`src/rtl/utf8n_pkg.sv`:
```
// Shared types and constants for the UTF-8 source normalizer.
package utf8n_pkg;

  typedef enum logic [2:0] {
    ST_OK        = 3'd0,
    ST_TRUNC     = 3'd1,
    ST_INVALID   = 3'd2,
    ST_OVERLONG  = 3'd3,
    ST_SURROGATE = 3'd4,
    ST_RANGE     = 3'd5
  } status_t;

  typedef struct packed {
    logic [7:0]  data;
    logic        valid;
    logic        done;
    status_t     status;
    logic [31:0] offset;
    logic        multibyte;
  } result_t;

  localparam logic [20:0] SurrogateLo = 21'h00D800;
  localparam logic [20:0] SurrogateHi = 21'h00DFFF;
  localparam logic [20:0] MaxCodepoint = 21'h10FFFF;
  localparam logic [20:0] MinTwoByte = 21'h000080;
  localparam logic [20:0] MinThreeByte = 21'h000800;
  localparam logic [20:0] MinFourByte = 21'h010000;
  localparam logic [20:0] ByteOrderMark = 21'h00FEFF;
  localparam logic [7:0] CharCr = 8'h0D;
  localparam logic [7:0] CharLf = 8'h0A;

endpackage

```
`src/rtl/utf8_source_normalizer.sv`:
```
// UTF-8 source normalizer: byte decoder, line-ending fixup and result queue.
//
// Input channel: one raw document byte per beat (in_data_byte), with
// in_end_of_doc high on the final byte of a document. Result channel: one
// normalized byte or one status-only beat per ready cycle. A leading byte-order
// mark is dropped, CR becomes LF and an LF directly after CR is swallowed.
// Multibyte characters are held until complete and valid, then released
// as up to four beats. The first failure latches a status code and the
// lead-byte offset; the receiver discards bytes already delivered. The last
// beat of a document carries out_doc_done and the final status.
// Each accepted byte is decoded in the cycle it is accepted and its results
// are registered into an eight-entry queue. The block takes one byte per cycle
// while at most four queue entries are occupied, which sustains one byte per
// cycle because a document never yields more results than bytes. When the
// receiver stalls the queue fills and in_ready drops. Reset empties the
// queue and clears all decoder state; the decoder also returns to its reset
// state after each end of document.
module utf8_source_normalizer (
  input  logic        clk,
  input  logic        rst_n,
  input  logic        in_valid,
  output logic        in_ready,
  input  logic [7:0]  in_data_byte,
  input  logic        in_end_of_doc,
  output logic        out_valid,
  input  logic        out_ready,
  output logic [7:0]  out_out_byte,
  output logic        out_byte_valid,
  output logic        out_doc_done,
  output logic [2:0]  out_status,
  output logic [31:0] out_error_offset,
  output logic        out_had_multibyte
);
  import utf8n_pkg::*;

  localparam int Depth = 8;

  logic [31:0] byte_offset_r, byte_offset_nxt;
  logic [31:0] lead_offset_r, lead_offset_nxt;
  logic [7:0]  pend_r [3];
  logic [7:0]  pend_nxt [3];
  logic [1:0]  pend_cnt_r, pend_cnt_nxt;
  logic [1:0]  need_cnt_r, need_cnt_nxt;
  logic [20:0] cp_r, cp_nxt;
  logic        after_cr_r, after_cr_nxt;
  status_t     err_r, err_nxt;
  logic [31:0] err_pos_r, err_pos_nxt;
  logic        mb_r, mb_nxt;

  result_t     fifo_r [Depth];
  logic [2:0]  head_r, tail_r;
  logic [3:0]  count_r, count_nxt;

  result_t     ent [4];
  logic [7:0]  emit [4];
  logic [2:0]  n_emit;
  logic [2:0]  n_wr;
  logic [20:0] cp_acc;
  logic [20:0] lowest;
  logic        in_acc, out_acc;

  assign in_ready = (count_r <= 4'd4);
  assign in_acc = in_valid && in_ready;
  assign out_valid = (count_r != 4'd0);
  assign out_acc = out_valid && out_ready;

  always_comb begin
    byte_offset_nxt = byte_offset_r + 32'd1;
    lead_offset_nxt = lead_offset_r;
    pend_nxt = pend_r;
    pend_cnt_nxt = pend_cnt_r;
    need_cnt_nxt = need_cnt_r;
    cp_nxt = cp_r;
    after_cr_nxt = after_cr_r;
    err_nxt = err_r;
    err_pos_nxt = err_pos_r;
    mb_nxt = mb_r;
    emit[0] = pend_r[0];
    emit[1] = pend_r[1];
    emit[2] = pend_r[2];
    emit[3] = 8'h00;
    n_emit = 3'd0;
    cp_acc = {cp_r[14:0], in_data_byte[5:0]};
    unique case (pend_cnt_r)
      2'd1:    lowest = MinTwoByte;
      2'd2:    lowest = MinThreeByte;
      default: lowest = MinFourByte;
    endcase

    if (err_r == ST_OK) begin
      if (need_cnt_r != 2'd0) begin
        if (in_data_byte[7:6] != 2'b10) begin
          err_nxt = ST_INVALID;
          err_pos_nxt = lead_offset_r;
          need_cnt_nxt = 2'd0;
          pend_cnt_nxt = 2'd0;
        end else begin
          cp_nxt = cp_acc;
          need_cnt_nxt = need_cnt_r - 2'd1;
          if (need_cnt_r != 2'd1) begin
            if (pend_cnt_r != 2'd3) begin
              pend_nxt[pend_cnt_r] = in_data_byte;
              pend_cnt_nxt = pend_cnt_r + 2'd1;
            end
          end else begin
            priority if (cp_acc < lowest) begin
              err_nxt = ST_OVERLONG;
              err_pos_nxt = lead_offset_r;
              pend_cnt_nxt = 2'd0;
            end else if (cp_acc >= SurrogateLo && cp_acc <= SurrogateHi) begin
              err_nxt = ST_SURROGATE;
              err_pos_nxt = lead_offset_r;
              pend_cnt_nxt = 2'd0;
            end else if (cp_acc > MaxCodepoint) begin
              err_nxt = ST_RANGE;
              err_pos_nxt = lead_offset_r;
              pend_cnt_nxt = 2'd0;
            end else begin
              if (!(pend_cnt_r == 2'd2 && lead_offset_r == 32'd0 &&
                    cp_acc == ByteOrderMark)) begin
                emit[pend_cnt_r] = in_data_byte;
                n_emit = {1'b0, pend_cnt_r} + 3'd1;
                mb_nxt = 1'b1;
              end
              pend_cnt_nxt = 2'd0;
            end
          end
        end
      end else if (!in_data_byte[7]) begin
        priority if (in_data_byte == CharCr) begin
          emit[0] = CharLf;
          n_emit = 3'd1;
          after_cr_nxt = 1'b1;
        end else if (in_data_byte == CharLf && after_cr_r) begin
          after_cr_nxt = 1'b0;
        end else begin
          emit[0] = in_data_byte;
          n_emit = 3'd1;
          after_cr_nxt = 1'b0;
        end
      end else begin
        after_cr_nxt = 1'b0;
        if (in_data_byte[7:6] == 2'b10 || in_data_byte[7:3] == 5'b11111) begin
          err_nxt = ST_INVALID;
          err_pos_nxt = byte_offset_r;
          need_cnt_nxt = 2'd0;
          pend_cnt_nxt = 2'd0;
        end else begin
          lead_offset_nxt = byte_offset_r;
          pend_nxt[0] = in_data_byte;
          pend_cnt_nxt = 2'd1;
          priority if (!in_data_byte[5]) begin
            cp_nxt = {16'd0, in_data_byte[4:0]};
            need_cnt_nxt = 2'd1;
          end else if (!in_data_byte[4]) begin
            cp_nxt = {17'd0, in_data_byte[3:0]};
            need_cnt_nxt = 2'd2;
          end else begin
            cp_nxt = {18'd0, in_data_byte[2:0]};
            need_cnt_nxt = 2'd3;
          end
        end
      end
      if (in_end_of_doc && err_nxt == ST_OK && need_cnt_nxt != 2'd0) begin
        err_nxt = ST_TRUNC;
        err_pos_nxt = lead_offset_nxt;
        need_cnt_nxt = 2'd0;
        pend_cnt_nxt = 2'd0;
      end
    end

    for (int k = 0; k < 4; k++) begin
      ent[k].data = emit[k];
      ent[k].valid = 1'b1;
      ent[k].done = in_end_of_doc && (3'(k) == n_emit - 3'd1);
      ent[k].status = err_nxt;
      ent[k].offset = (err_nxt != ST_OK) ? err_pos_nxt : 32'd0;
      ent[k].multibyte = mb_nxt;
    end
    n_wr = n_emit;
    if (n_emit == 3'd0 && in_end_of_doc) begin
      ent[0].data = 8'h00;
      ent[0].valid = 1'b0;
      ent[0].done = 1'b1;
      n_wr = 3'd1;
    end

    if (in_end_of_doc) begin
      byte_offset_nxt = 32'd0;
      lead_offset_nxt = 32'd0;
      pend_nxt[0] = 8'h00;
      pend_nxt[1] = 8'h00;
      pend_nxt[2] = 8'h00;
      pend_cnt_nxt = 2'd0;
      need_cnt_nxt = 2'd0;
      cp_nxt = 21'd0;
      after_cr_nxt = 1'b0;
      err_nxt = ST_OK;
      err_pos_nxt = 32'd0;
      mb_nxt = 1'b0;
    end
  end

  always_comb begin
    count_nxt = count_r;
    if (in_acc) begin
      count_nxt = count_nxt + {1'b0, n_wr};
    end
    if (out_acc) begin
      count_nxt = count_nxt - 4'd1;
    end
  end

  always_ff @(posedge clk) begin
    if (!rst_n) begin
      byte_offset_r <= 32'd0;
      lead_offset_r <= 32'd0;
      pend_r[0] <= 8'h00;
      pend_r[1] <= 8'h00;
      pend_r[2] <= 8'h00;
      pend_cnt_r <= 2'd0;
      need_cnt_r <= 2'd0;
      cp_r <= 21'd0;
      after_cr_r <= 1'b0;
      err_r <= ST_OK;
      err_pos_r <= 32'd0;
      mb_r <= 1'b0;
      head_r <= 3'd0;
      tail_r <= 3'd0;
      count_r <= 4'd0;
    end else begin
      if (in_acc) begin
        byte_offset_r <= byte_offset_nxt;
        lead_offset_r <= lead_offset_nxt;
        pend_r <= pend_nxt;
        pend_cnt_r <= pend_cnt_nxt;
        need_cnt_r <= need_cnt_nxt;
        cp_r <= cp_nxt;
        after_cr_r <= after_cr_nxt;
        err_r <= err_nxt;
        err_pos_r <= err_pos_nxt;
        mb_r <= mb_nxt;
        tail_r <= tail_r + n_wr;
      end
      if (out_acc) begin
        head_r <= head_r + 3'd1;
      end
      count_r <= count_nxt;
    end
  end

  always_ff @(posedge clk) begin
    if (in_acc) begin
      for (int k = 0; k < 4; k++) begin
        if (3'(k) < n_wr) begin
          fifo_r[tail_r + 3'(k)] <= ent[k];
        end
      end
    end
  end

  assign out_out_byte = fifo_r[head_r].data;
  assign out_byte_valid = fifo_r[head_r].valid;
  assign out_doc_done = fifo_r[head_r].done;
  assign out_status = fifo_r[head_r].status;
  assign out_error_offset = fifo_r[head_r].offset;
  assign out_had_multibyte = fifo_r[head_r].multibyte;

  a_count_bound: assert property (@(posedge clk) disable iff (!rst_n)
    count_r <= 4'(Depth))
    else $error("Result queue occupancy exceeds its depth.");

  a_eod_result: assert property (@(posedge clk) disable iff (!rst_n)
    in_valid && in_ready && in_end_of_doc |=> out_valid)
    else $error("End of document produced no result.");

  a_status_only_done: assert property (@(posedge clk) disable iff (!rst_n)
    out_valid && !out_byte_valid |-> out_doc_done)
    else $error("Status-only beat without end of document.");

  a_byte_ok: assert property (@(posedge clk) disable iff (!rst_n)
    out_valid && out_byte_valid |-> out_status == ST_OK)
    else $error("Byte beat carries an error status.");

endmodule

```
`config.mk`:
```
export PLATFORM = sky130hd
export DESIGN_NAME = utf8_source_normalizer
export DESIGN_NICKNAME = d
export VERILOG_FILES = /design/src/rtl/utf8n_pkg.sv /design/src/rtl/utf8_source_normalizer.sv
export SDC_FILE = /design/constraint.sdc
export NUM_CORES = 1
export LEC_CHECK = 0
export ABC_CLOCK_PERIOD_IN_PS = 13500
export CAP_MARGIN = 30
export CORE_UTILIZATION = 45
export CTS_CLUSTER_SIZE = 30
export DETAILED_ROUTE_END_ITERATION = 10
export DONT_BUFFER_PORTS = 1
export GPL_ROUTABILITY_DRIVEN = 0
export PLACE_DENSITY = 0.63
export SLEW_MARGIN = 20
export SYNTH_ARGS = -nofsm -noshare
export SYNTH_HDL_FRONTEND = slang
export SYNTH_SLANG_ARGS = --single-unit
```
`constraint.sdc`:
```
create_clock -name clk -period 13.5 [get_ports clk]
set_input_delay 2.7 -clock clk [delete_from_list [all_inputs] [get_ports clk]]
set_output_delay 2.7 -clock clk [all_outputs]
set_load 0.1 [all_outputs]
```
==> load_flow_metrics.sql, run 1 <==
INSERT INTO impl_metrics (metric_group, metric, value, unit) VALUES
('synth', 'ys_seq_area_share', '53.0', '%'),
('floorplanning', 'fp.coreArea', '58000', 'µm²'),
('layout', 'final_core_util', '50.5', '%'),
('timing', 'timing.final.crit_period', '6.30', 'ns'),
('placement', 'placed_cells_incl_taps', '3000', ''),
('drt', 'detailedRoute.firstIterationViolations', '2997', ''),
('floorplanning', 'fp.dieW', '245', 'µm'),
('floorplanning', 'die_h', '245', 'µm'),
('setup_path', 'critPathLaunchType', 'input port', ''),
('layout', 'diodes', '0', ''),
('layout', 'fin_cells', '3108', ''),
('drt', 'post-route-drc-count', '8', ''),
('synth', 'avgSynthCellArea', '11.3', 'µm²'),
('flow_run', 'drv_cap', '0', ''),
('synth', 'postSynth.asyncResetShare', '0', '%'),
('timing', 'drv_slew', '0', ''),
('setup_path', 'crit_required', '13.83', 'ns'),
('drt', 'ant_nets', '0', ''),
('run_status', 'outcome', 'finished with violations', ''),
('layout', 'area_growth_syn_to_layout', '10.2', '%'),
('floorplanning', 'rows', '88', ''),
('floorplanning', 'initial_utilization', '45.9', '%'),
('synth', 'synth.ff_latch_count', '525', ''),
('cts', 'cts_root_buf', 'sky130_fd_sc_hd__clkbuf_16', ''),
('placement', 'dp_hpwl', '51000', 'µm'),
('timing', 'slew_worst_pin', '1.06', 'ns'),
('grt', 'grt_pass1_wl', '121000', 'µm'),
('grt', 'number_of_antenna_violations_at_the_first_check_in_global_routing', '0', ''),
('drt', 'routed_via_density', '6.52', ''),
('timing', 'report.final.setup_viol', '0', ''),
('synth', 'synth_edf_count', '360', ''),
('cts', 'holdBufCountCts', '0', ''),
('synth', 'synth.lib_cells_used.distinct', '82', ''),
('floorplanning', 'number_of_top_level_pins', '61', ''),
('cts', 'clk_transition_reported_paths', '0.06', 'ns'),
('drt', 'post_drt_wl_per_cell', '25.7', 'µm'),
('synth', 'yosys_warnings', '0', ''),
('grt', 'grt_overflow_total', '0', ''),
('cts', 'postCtsSetupBuffers', '0', ''),
('cts', 'numCtsBuffers', '55', ''),
('cts', 'htreeDepth', '2', ''),
('cts', 'worst_skew_pair.late_latency', '0.62', 'ns'),
('timing', 'max_slew_headroom', '27.2', '%'),
('timing', 'hold_slack', '0.463', 'ns'),
('grt', 'largest_net_degree_at_the_start_of_global_routing', '93', ''),
('power_and_ir_drop', 'power_leakage', '0.00891', 'µW'),
('timing', 'maximum_clock_rate', '159', 'MHz'),
('timing', 'rsz0062_at_grt', 'no', ''),
('cts', 'cts-resized-gates', '0', ''),
('placement', 'placedInstanceArea', '27400', 'µm²'),
('synth', 'ys_dominant_reg_cell', 'sky130_fd_sc_hd__edfxtp_1', ''),
('cts', 'clock_tree_from_tritoncts', 'built', ''),
('layout', 'drive_gt1_share', '18.0', '%'),
('synth', 'synth_nets', '2377', ''),
('floorplanning', 'die_area', '60100', 'µm²'),
('timing', 'report.final.hold_viol_count', '0', ''),
('setup_path', 'worstPathMaxFanout', '32', ''),
('setup_path', 'arrival', '6.62', 'ns'),
('cts', 'cts_num_sinks', '525', ''),
('setup_path', 'endpoint_kind', 'register', ''),
('layout', 'final_area', '29300', 'µm²'),
('power_and_ir_drop', 'power.density_cell_area', '166', 'nW/µm²'),
('drt', 'routed_wirelength', '79700', 'µm'),
('drt', 'firstDrtPassIters', '11', ''),
('synth', 'synth_cells', '2345', ''),
('synth', 'syn_area', '26600', 'µm²'),
('layout', 'final_net_count', '2331', ''),
('drt', 'num_vias', '20300', ''),
('timing', 'finalSetupTns', '0', 'ns'),
('setup_path', 'timing.reg2reg.setup_slack', '8.01', 'ns'),
('timing', 'finClkSkew', '0.0291', 'ns'),
('worst_hold_path', 'hold_class', 'reg2reg', ''),
('placement', 'io_buffer_count', '0', ''),
('setup_path', 'timing_worst_setup_path_type', 'in2reg', ''),
('timing', 'final_min_period_over_clock_period', '46.6', '%'),
('grt', 'grt_util_all_layers', '26.4', '%'),
('grt', 'number_of_global_route_vias_before_repair', '19200', ''),
('cts', 'clockBufferDepth', '3', ''),
('run_status', 'violations_in_the_final_reports', 'DRC', ''),
('power_and_ir_drop', 'vdd_drop_max', '0.121', 'mV');
[worst paths after layout]
path,from,end,cells after the start
max,in_data_byte[4],fifo_r[2][8]$_DFFE_PP_,12
min,err_pos_r[2]$_SDFFE_PN0P_,err_pos_r[2]$_SDFFE_PN0P_,1
max reg2reg,pend_cnt_r[0]$_SDFFE_PN0P_,fifo_r[2][8]$_DFFE_PP_,14
min reg2reg,err_pos_r[2]$_SDFFE_PN0P_,err_pos_r[2]$_SDFFE_PN0P_,1
[logic make-up after synthesis]
| group | share of synthesized area, % |
|---|---|
| AND/OR/NAND/NOR | 14.8 |
| flip-flops | 53.0 |
| AO/OA/AOI/OAI | 14.6 |
| buffers and inverters | 3.74 |
| multiplexers | 11.8 |
| XOR/XNOR | 1.15 |
| adder cells (fa/ha/maj) | 0.950 |
[cell usage after synthesis, drive strengths merged (5+ instances only)]
master	count	share of area, %
nand3	41	0.79
nand4	19	0.45
a31oi	7	0.16
or2	6	0.14
and3	23	0.54
nor3	35	0.85
nor2	452	6.4
a221oi	97	3.9
a21oi	80	1.5
and2	16	0.38
edfxtp	360	41
a211oi	47	1.4
xor2	21	0.69
nand2	102	1.4
a221o	5	0.19
nand3b	5	0.14
mux4	92	7.8
nor4	21	0.64
xnor2	14	0.46
a21o	7	0.20
mux2i	8	0.30
a21boi	19	0.54
nor2b	66	1.6
or3	10	0.24
inv	72	1.0
mux2	87	3.7
buf	70	1.2
clkbuf	105	1.5
nand2b	9	0.21
o211ai	14	0.39
ha	17	0.80
a22oi	57	1.6
o2bb2ai	34	1.1
o21a	5	0.14
o21ai	56	1.1
nor4b	6	0.25
a22o	34	1.1
dfxtp	165	12
or4	10	0.30
[per-layer routing]
metal / vias up / track usage, % / wire length, µm
li1: 8776 / - / -
met1: 9993 / 37.3 / 33200
met2: 1249 / 39.2 / 34600
met3: 235 / 7.69 / 9360
met4: 0 / 7.46 / 2620
met5: - / 0 / 0
[cell usage in the layout, fill, tap and decap left out, drive strengths merged, types with 7 or more instances in the layout]
master / netlist / layout
nor2: 452 / 452
edfxtp: 360 / 360
dfxtp: 165 / 165
nand2: 102 / 102
a221oi: 97 / 97
mux4: 92 / 92
mux2: 87 / 87
a21oi: 80 / 80
inv: 72 / 74
buf: 70 / 70
nor2b: 66 / 66
clkbuf: 105 / 64
a22oi: 57 / 57
o21ai: 56 / 56
a211oi: 47 / 47
nand3: 41 / 41
nor3: 35 / 35
a22o: 34 / 34
o2bb2ai: 34 / 34
and3: 23 / 23
clkinv: 0 / 23
xor2: 21 / 21
nor4: 21 / 21
nand4: 19 / 19
a21boi: 19 / 19
ha: 17 / 17
and2: 16 / 16
o211ai: 14 / 14
xnor2: 14 / 14
or3: 10 / 10
or4: 10 / 10
nand2b: 9 / 9
mux2i: 8 / 8
a31oi: 7 / 7
a21o: 7 / 7
clkinvlp: 0 / 7
[state kept, by name, summed over array words and instances, names as in the netlist, 4 cells and up, named ones only]
signal         flops
byte_offset_r     32
pend_r            24
lead_offset_r     32
count_r            4
fifo_r           368
err_pos_r         32
cp_r              15
[through the flow]
step                total power [µW]  setup slack, ns
finish                          4880             7.20
global route                    5030             7.05
CTS                             4890             7.02
detailed placement              3380             6.66
global placement                3360             6.38
floorplan                       3120             7.08
[worst max-delay path, cell delays in order]
cell and delay (ns):
sky130_fd_sc_hd__nand3_1 0.19, sky130_fd_sc_hd__or4_1 0.64, sky130_fd_sc_hd__nor4_4 0.49, sky130_fd_sc_hd__or4_1 0.46, sky130_fd_sc_hd__buf_8 0.24, sky130_fd_sc_hd__a21oi_1 0.16, sky130_fd_sc_hd__nor3_2 0.41, sky130_fd_sc_hd__inv_2 0.34
sky130_fd_sc_hd__buf_4 0.36, sky130_fd_sc_hd__nand2_1 0.11, sky130_fd_sc_hd__buf_4 0.37, sky130_fd_sc_hd__nor2_1 0.08
[report_power, final]
group          internal (µW)  leakage [µW]  switching [µW]
logic                    389       0.00348            1120
clock network            872      0.000862             642
registers               1800       0.00457            47.6
total                   3070       0.00891            1810
[area by class of cell]
class                           count  area (µm²)
Clock inverter                     38         394
Multi-Input combinational cell   1573       11600
Tap cell                          765         957
Sequential cell                   525       14100
Inverter                           72         270
Timing Repair Buffer               72         587
Clock buffer                       63        1420
Fill cell                        5029       28700
(Power assumes the default switching activity.)
==> inputs of run 2 (changes only) <==
--- a/config.mk
+++ b/config.mk
@@ -5,14 +5,15 @@
 export SDC_FILE = /design/constraint.sdc
 export NUM_CORES = 1
 export LEC_CHECK = 0
-export ABC_CLOCK_PERIOD_IN_PS = 13500
+export ABC_AREA = 1
+export ABC_CLOCK_PERIOD_IN_PS = 5200
 export CAP_MARGIN = 30
 export CORE_UTILIZATION = 45
 export CTS_CLUSTER_SIZE = 30
 export DETAILED_ROUTE_END_ITERATION = 10
 export DONT_BUFFER_PORTS = 1
 export GPL_ROUTABILITY_DRIVEN = 0
-export PLACE_DENSITY = 0.63
+export PLACE_DENSITY = 0.65
 export SLEW_MARGIN = 20
 export SYNTH_ARGS = -nofsm -noshare
 export SYNTH_HDL_FRONTEND = slang
==> constraint.sdc (replaced) <==
create_clock -name clk -period 5.2 [get_ports clk]
set_input_delay 1.04 -clock clk [delete_from_list [all_inputs] [get_ports clk]]
set_output_delay 1.04 -clock clk [all_outputs]
set_load 0.1 [all_outputs]
==> load_flow_metrics.sql, run 2 <==
INSERT INTO impl_metrics (metric_group, metric, value, unit) VALUES
('run_status', 'outcome', 'complete, no violations', ''),
('synth', 'synth.top_cells.by_count', 'sky130_fd_sc_hd__nor2_1 (794), sky130_fd_sc_hd__nand2_1 (532), sky130_fd_sc_hd__o21ai_0 (431), sky130_fd_sc_hd__edfxtp_1 (360), sky130_fd_sc_hd__a21oi_1 (267)', ''),
('drt', 'routed_via_density', '5.73', ''),
('power_and_ir_drop', 'switching_part_of_the_total_power', '45.3', '%'),
('drt', 'wl_met1', '39900', 'µm'),
('synth', 'synth-compound-area-share', '17.1', '%'),
('power_and_ir_drop', 'power_leakage', '0.0112', 'µW'),
('placement', 'io_buffer_count', '0', ''),
('layout', 'top_register', 'fifo_r', ''),
('drt', 'num_vias', '26000', ''),
('setup_path', 'cp-startpoint', 'pend_cnt_r[0]$_SDFFE_PN0P_', ''),
('synth', 'synth.top_cell.area_share', '37.4', '%'),
('placement', 'placed_cells_incl_taps', '4433', ''),
('layout', 'diodes', '0', ''),
('setup_path', 'arrival', '5.12', 'ns'),
('setup_path', 'regToRegEndpoint', 'count_r[2]$_SDFF_PN0_', ''),
('floorplanning', 'fp.coreArea', '63200', 'µm²'),
('grt', 'grt_overflow_total', '0', ''),
('drt', 'post-route-drc-count', '0', ''),
('synth', 'yosys_warnings', '0', ''),
('grt', 'number_of_antenna_violations_at_the_first_check_in_global_routing', '0', ''),
('grt', 'number_of_global_route_vias_before_repair', '23700', ''),
('timing', 'final_min_period_over_clock_period', '88.7', '%'),
('placement', 'placedInstanceArea', '30300', 'µm²'),
('synth', 'syn_area', '28900', 'µm²'),
('power_and_ir_drop', 'pwr-share-seq', '31.0', '%'),
('layout', 'final_area', '32200', 'µm²'),
('grt', 'grt_pass1_wl', '141000', 'µm'),
('synth', 'synth_cells', '3682', ''),
('power_and_ir_drop', 'vdd_drop_max', '0.439', 'mV'),
('synth', 'synth.area.mux_share', '0', '%'),
('synth', 'synthAdderAreaFrac', '0.875', '%'),
('cts', 'holdBufCountCts', '0', ''),
('setup_path', 'critical_path.max_stage_delay', '0.55', 'ns'),
('setup_path', 'timing_worst_setup_path_type', 'reg2reg', ''),
('timing', 'max_slew_headroom', '27.2', '%'),
('setup_path', 'critPathLaunchType', 'register', ''),
('cts', 'clockBufferDepth', '3', ''),
('cts', 'cts_root_buf', 'sky130_fd_sc_hd__clkbuf_16', ''),
('layout', 'most_frequent_standard_cell_in_the_layout_excluding_fill_and_tap_cells', 'sky130_fd_sc_hd__nor2_1', ''),
('setup_path', 'timing.critical_path.to', 'count_r[2]$_SDFF_PN0_', ''),
('setup_path', 'worstPathMaxFanout', '17', ''),
('grt', 'largest_net_degree_at_the_start_of_global_routing', '184', ''),
('drt', 'route.met2.wl', '39400', 'µm'),
('layout', 'largest_register_ffs', '368', ''),
('placement', 'dp_hpwl', '59000', 'µm'),
('cts', 'worst_skew_pair.late_latency', '0.64', 'ns'),
('synth', 'ys_dominant_reg_cell', 'sky130_fd_sc_hd__edfxtp_1', ''),
('synth', 'postSynth.asyncResetShare', '0', '%'),
('cts', 'numCtsBuffers', '57', ''),
('cts', 'htreeDepth', '2', ''),
('synth', 'ys_seq_area_share', '48.9', '%'),
('setup_path', 'rr_startpoint', 'pend_cnt_r[0]$_SDFFE_PN0P_', ''),
('drt', 'post_drt_wl_per_cell', '20.1', 'µm'),
('synth', 'yosys.area.top_type', 'sky130_fd_sc_hd__edfxtp_1', ''),
('synth', 'post-synth-top-count-cell', 'sky130_fd_sc_hd__nor2_1', ''),
('cts', 'cts-resized-gates', '0', ''),
('power_and_ir_drop', 'internal_power', '8680', 'µW'),
('drt', 'ant_nets', '0', ''),
('cts', 'postCtsSetupBuffers', '0', ''),
('setup_path', 'crit_slowest_cell', 'sky130_fd_sc_hd__ha_1', ''),
('drt', 'routed_wirelength', '91400', 'µm'),
('timing', 'rsz0062_at_grt', 'no', ''),
('synth', 'ys_top_cells_by_area', 'sky130_fd_sc_hd__edfxtp_1 (37%), sky130_fd_sc_hd__dfxtp_1 (11%), sky130_fd_sc_hd__nor2_1 (10%)', ''),
('synth', 'avgSynthCellArea', '7.84', 'µm²'),
('floorplanning', 'number_of_top_level_pins', '61', ''),
('layout', 'most-common-layout-cells', 'sky130_fd_sc_hd__nor2_1 (790), sky130_fd_sc_hd__nand2_1 (532), sky130_fd_sc_hd__o21ai_0 (431), sky130_fd_sc_hd__edfxtp_1 (360), sky130_fd_sc_hd__a21oi_1 (266)', ''),
('power_and_ir_drop', 'fraction_of_power_consumed_by_combinational_cells', '42.8', '%'),
('drt', 'highest_layer', 'met4', ''),
('drt', 'detailedRoute.firstIterationViolations', '3405', ''),
('setup_path', 'endpoint_kind', 'register', ''),
('floorplanning', 'fp.dieW', '255', 'µm'),
('layout', 'num-fill-cells', '5986', ''),
('timing', 'slew_worst_pin', '1.09', 'ns'),
('timing', 'finalSetupTns', '0', 'ns'),
('grt', 'grt_util_all_layers', '28.0', '%'),
('layout', 'fin_cells', '4538', ''),
('layout', 'drive_gt1_share', '10.7', '%'),
('synth', 'synth_nets', '3714', ''),
('floorplanning', 'rows', '92', ''),
('timing', 'report.final.setup_viol', '0', ''),
('cts', 'clk_transition_reported_paths', '0.06', 'ns'),
('floorplanning', 'initial_utilization', '45.7', '%'),
('setup_path', 'crit_required', '5.71', 'ns'),
('timing', 'report.final.hold_viol_count', '0', ''),
('worst_hold_path', 'hold_class', 'reg2reg', ''),
('synth', 'post_synthesis_simple_gate_area_fraction', '25.7', '%'),
('setup_path', 'r2r.worst_path.cells', '26', ''),
('cts', 'clock_tree_from_tritoncts', 'built', ''),
('timing', 'drv_slew', '0', ''),
('layout', 'area_growth_syn_to_layout', '11.6', '%'),
('power_and_ir_drop', 'design_power_total', '15900', 'µW'),
('flow_run', 'drv_cap', '0', ''),
('layout', 'final_net_count', '3679', ''),
('cts', 'cts_num_sinks', '525', ''),
('power_and_ir_drop', 'power.net_switching', '7200', 'µW'),
('synth', 'synth_edf_count', '360', ''),
('drt', 'firstDrtPassIters', '7', ''),
('synth', 'largest_family_of_logic_cells_by_synthesized_area', 'simple AND/OR/NAND/NOR gates', ''),
('drt', 'wl_met3', '9660', 'µm'),
('power_and_ir_drop', 'power.density_cell_area', '493', 'nW/µm²'),
('synth', 'synth_xor_area_share', '0.0910', '%'),
('synth', 'synth.ff_latch_count', '525', ''),
('layout', 'final_core_util', '51.0', '%'),
('floorplanning', 'die_h', '255', 'µm'),
('synth', 'synth.lib_cells_used.distinct', '58', ''),
('power_and_ir_drop', 'clock_power_share', '26.2', '%'),
('timing', 'finClkSkew', '0.0161', 'ns'),
('floorplanning', 'die_area', '65200', 'µm²'),
('setup_path', 'timing.reg2reg.setup_slack', '0.59', 'ns'),
('timing', 'maximum_clock_rate', '217', 'MHz'),
('timing', 'timing.final.crit_period', '4.61', 'ns');
-- run 2: cell count changes after synthesis, moves of 92 or more --
| cell | previous run | this run |
|---|---|---|
| sky130_fd_sc_hd__a21oi_1 | 79 | 267 |
| sky130_fd_sc_hd__inv_1 | 63 | 265 |
| sky130_fd_sc_hd__mux4_2 | 92 | 0 |
| sky130_fd_sc_hd__nand2_1 | 102 | 532 |
| sky130_fd_sc_hd__nand3_1 | 40 | 197 |
| sky130_fd_sc_hd__nor2_1 | 449 | 794 |
| sky130_fd_sc_hd__o21ai_0 | 40 | 431 |
-- run 2: layer usage --
layer  vias to the layer above  track usage [%]
li1                      12400                -
met1                     12100             39.9
met2                      1250             41.5
met3                       190             7.21
met4                         0             8.47
met5                         -                0
-- run 2: final cells by class --
class,count,area [µm²],area share [%]
clock buffers,76,1560,4.83
flip-flops and latches,525,14100,43.8
inverters,286,1080,3.35
well taps,846,1060,3.29
clock inverters,28,342,1.06
multi-input cells,2654,13000,40.4
repair buffers,123,1040,3.24
-- run 2: worst min-delay path by stage --
stage,from,to,depth (start not counted)
after floorplan,fifo_r[7][37]$_SDFFE_PP1P_,fifo_r[7][37]$_SDFFE_PP1P_,2
after global placement,fifo_r[5][37]$_SDFFE_PP1N_,fifo_r[5][37]$_SDFFE_PP1N_,2
after global routing,fifo_r[2][37]$_SDFFE_PP1N_,fifo_r[2][37]$_SDFFE_PP1N_,1
after detailed placement,fifo_r[5][37]$_SDFFE_PP1N_,fifo_r[5][37]$_SDFFE_PP1N_,2
after CTS,fifo_r[7][37]$_SDFFE_PP1P_,fifo_r[7][37]$_SDFFE_PP1P_,2
final,fifo_r[7][37]$_SDFFE_PP1P_,fifo_r[7][37]$_SDFFE_PP1P_,2
-- run 2: power by group through the flow --
stage / Sequential (µW) / Clock [µW] / Combinational (µW)
after CTS: 4910 / 4210 / 6750
after global routing: 4940 / 4380 / 7230
after floorplan: 4950 / 0 / 4890
after detailed placement: 5000 / 0 / 6730
after global placement: 5000 / 0 / 6690
final: 4920 / 4160 / 6790
-- run 2: critical path, delay by kind of cell (launching register included) --
kind,cells,cell delay (ns)
buf+inv,5,0.40
simple gates,12,1.29
compound gates,4,0.65
flops,1,0.36
fa+ha+maj,5,1.75
-- run 2: cells by family (layout without fill, tap and decap cells) --
family,Yosys count,after routing
XOR/XNOR,3,3
buffers and inverters,503,513
AND/OR/NAND/NOR,1708,1708
adder cells (fa/ha/maj),19,19
flip-flops,525,525
AO/OA/AOI/OAI,924,924
-- run 2: stage by stage --
step | hold WS, ns | setup slack (ns)
2_1_floorplan | 0.421 | 0.607
3_3_place_gp | 0.441 | 0.828
3_5_place_dp | 0.448 | 0.710
4_1_cts | 0.461 | 0.676
5_1_grt | 0.479 | 0.153
6_report | 0.458 | 0.587
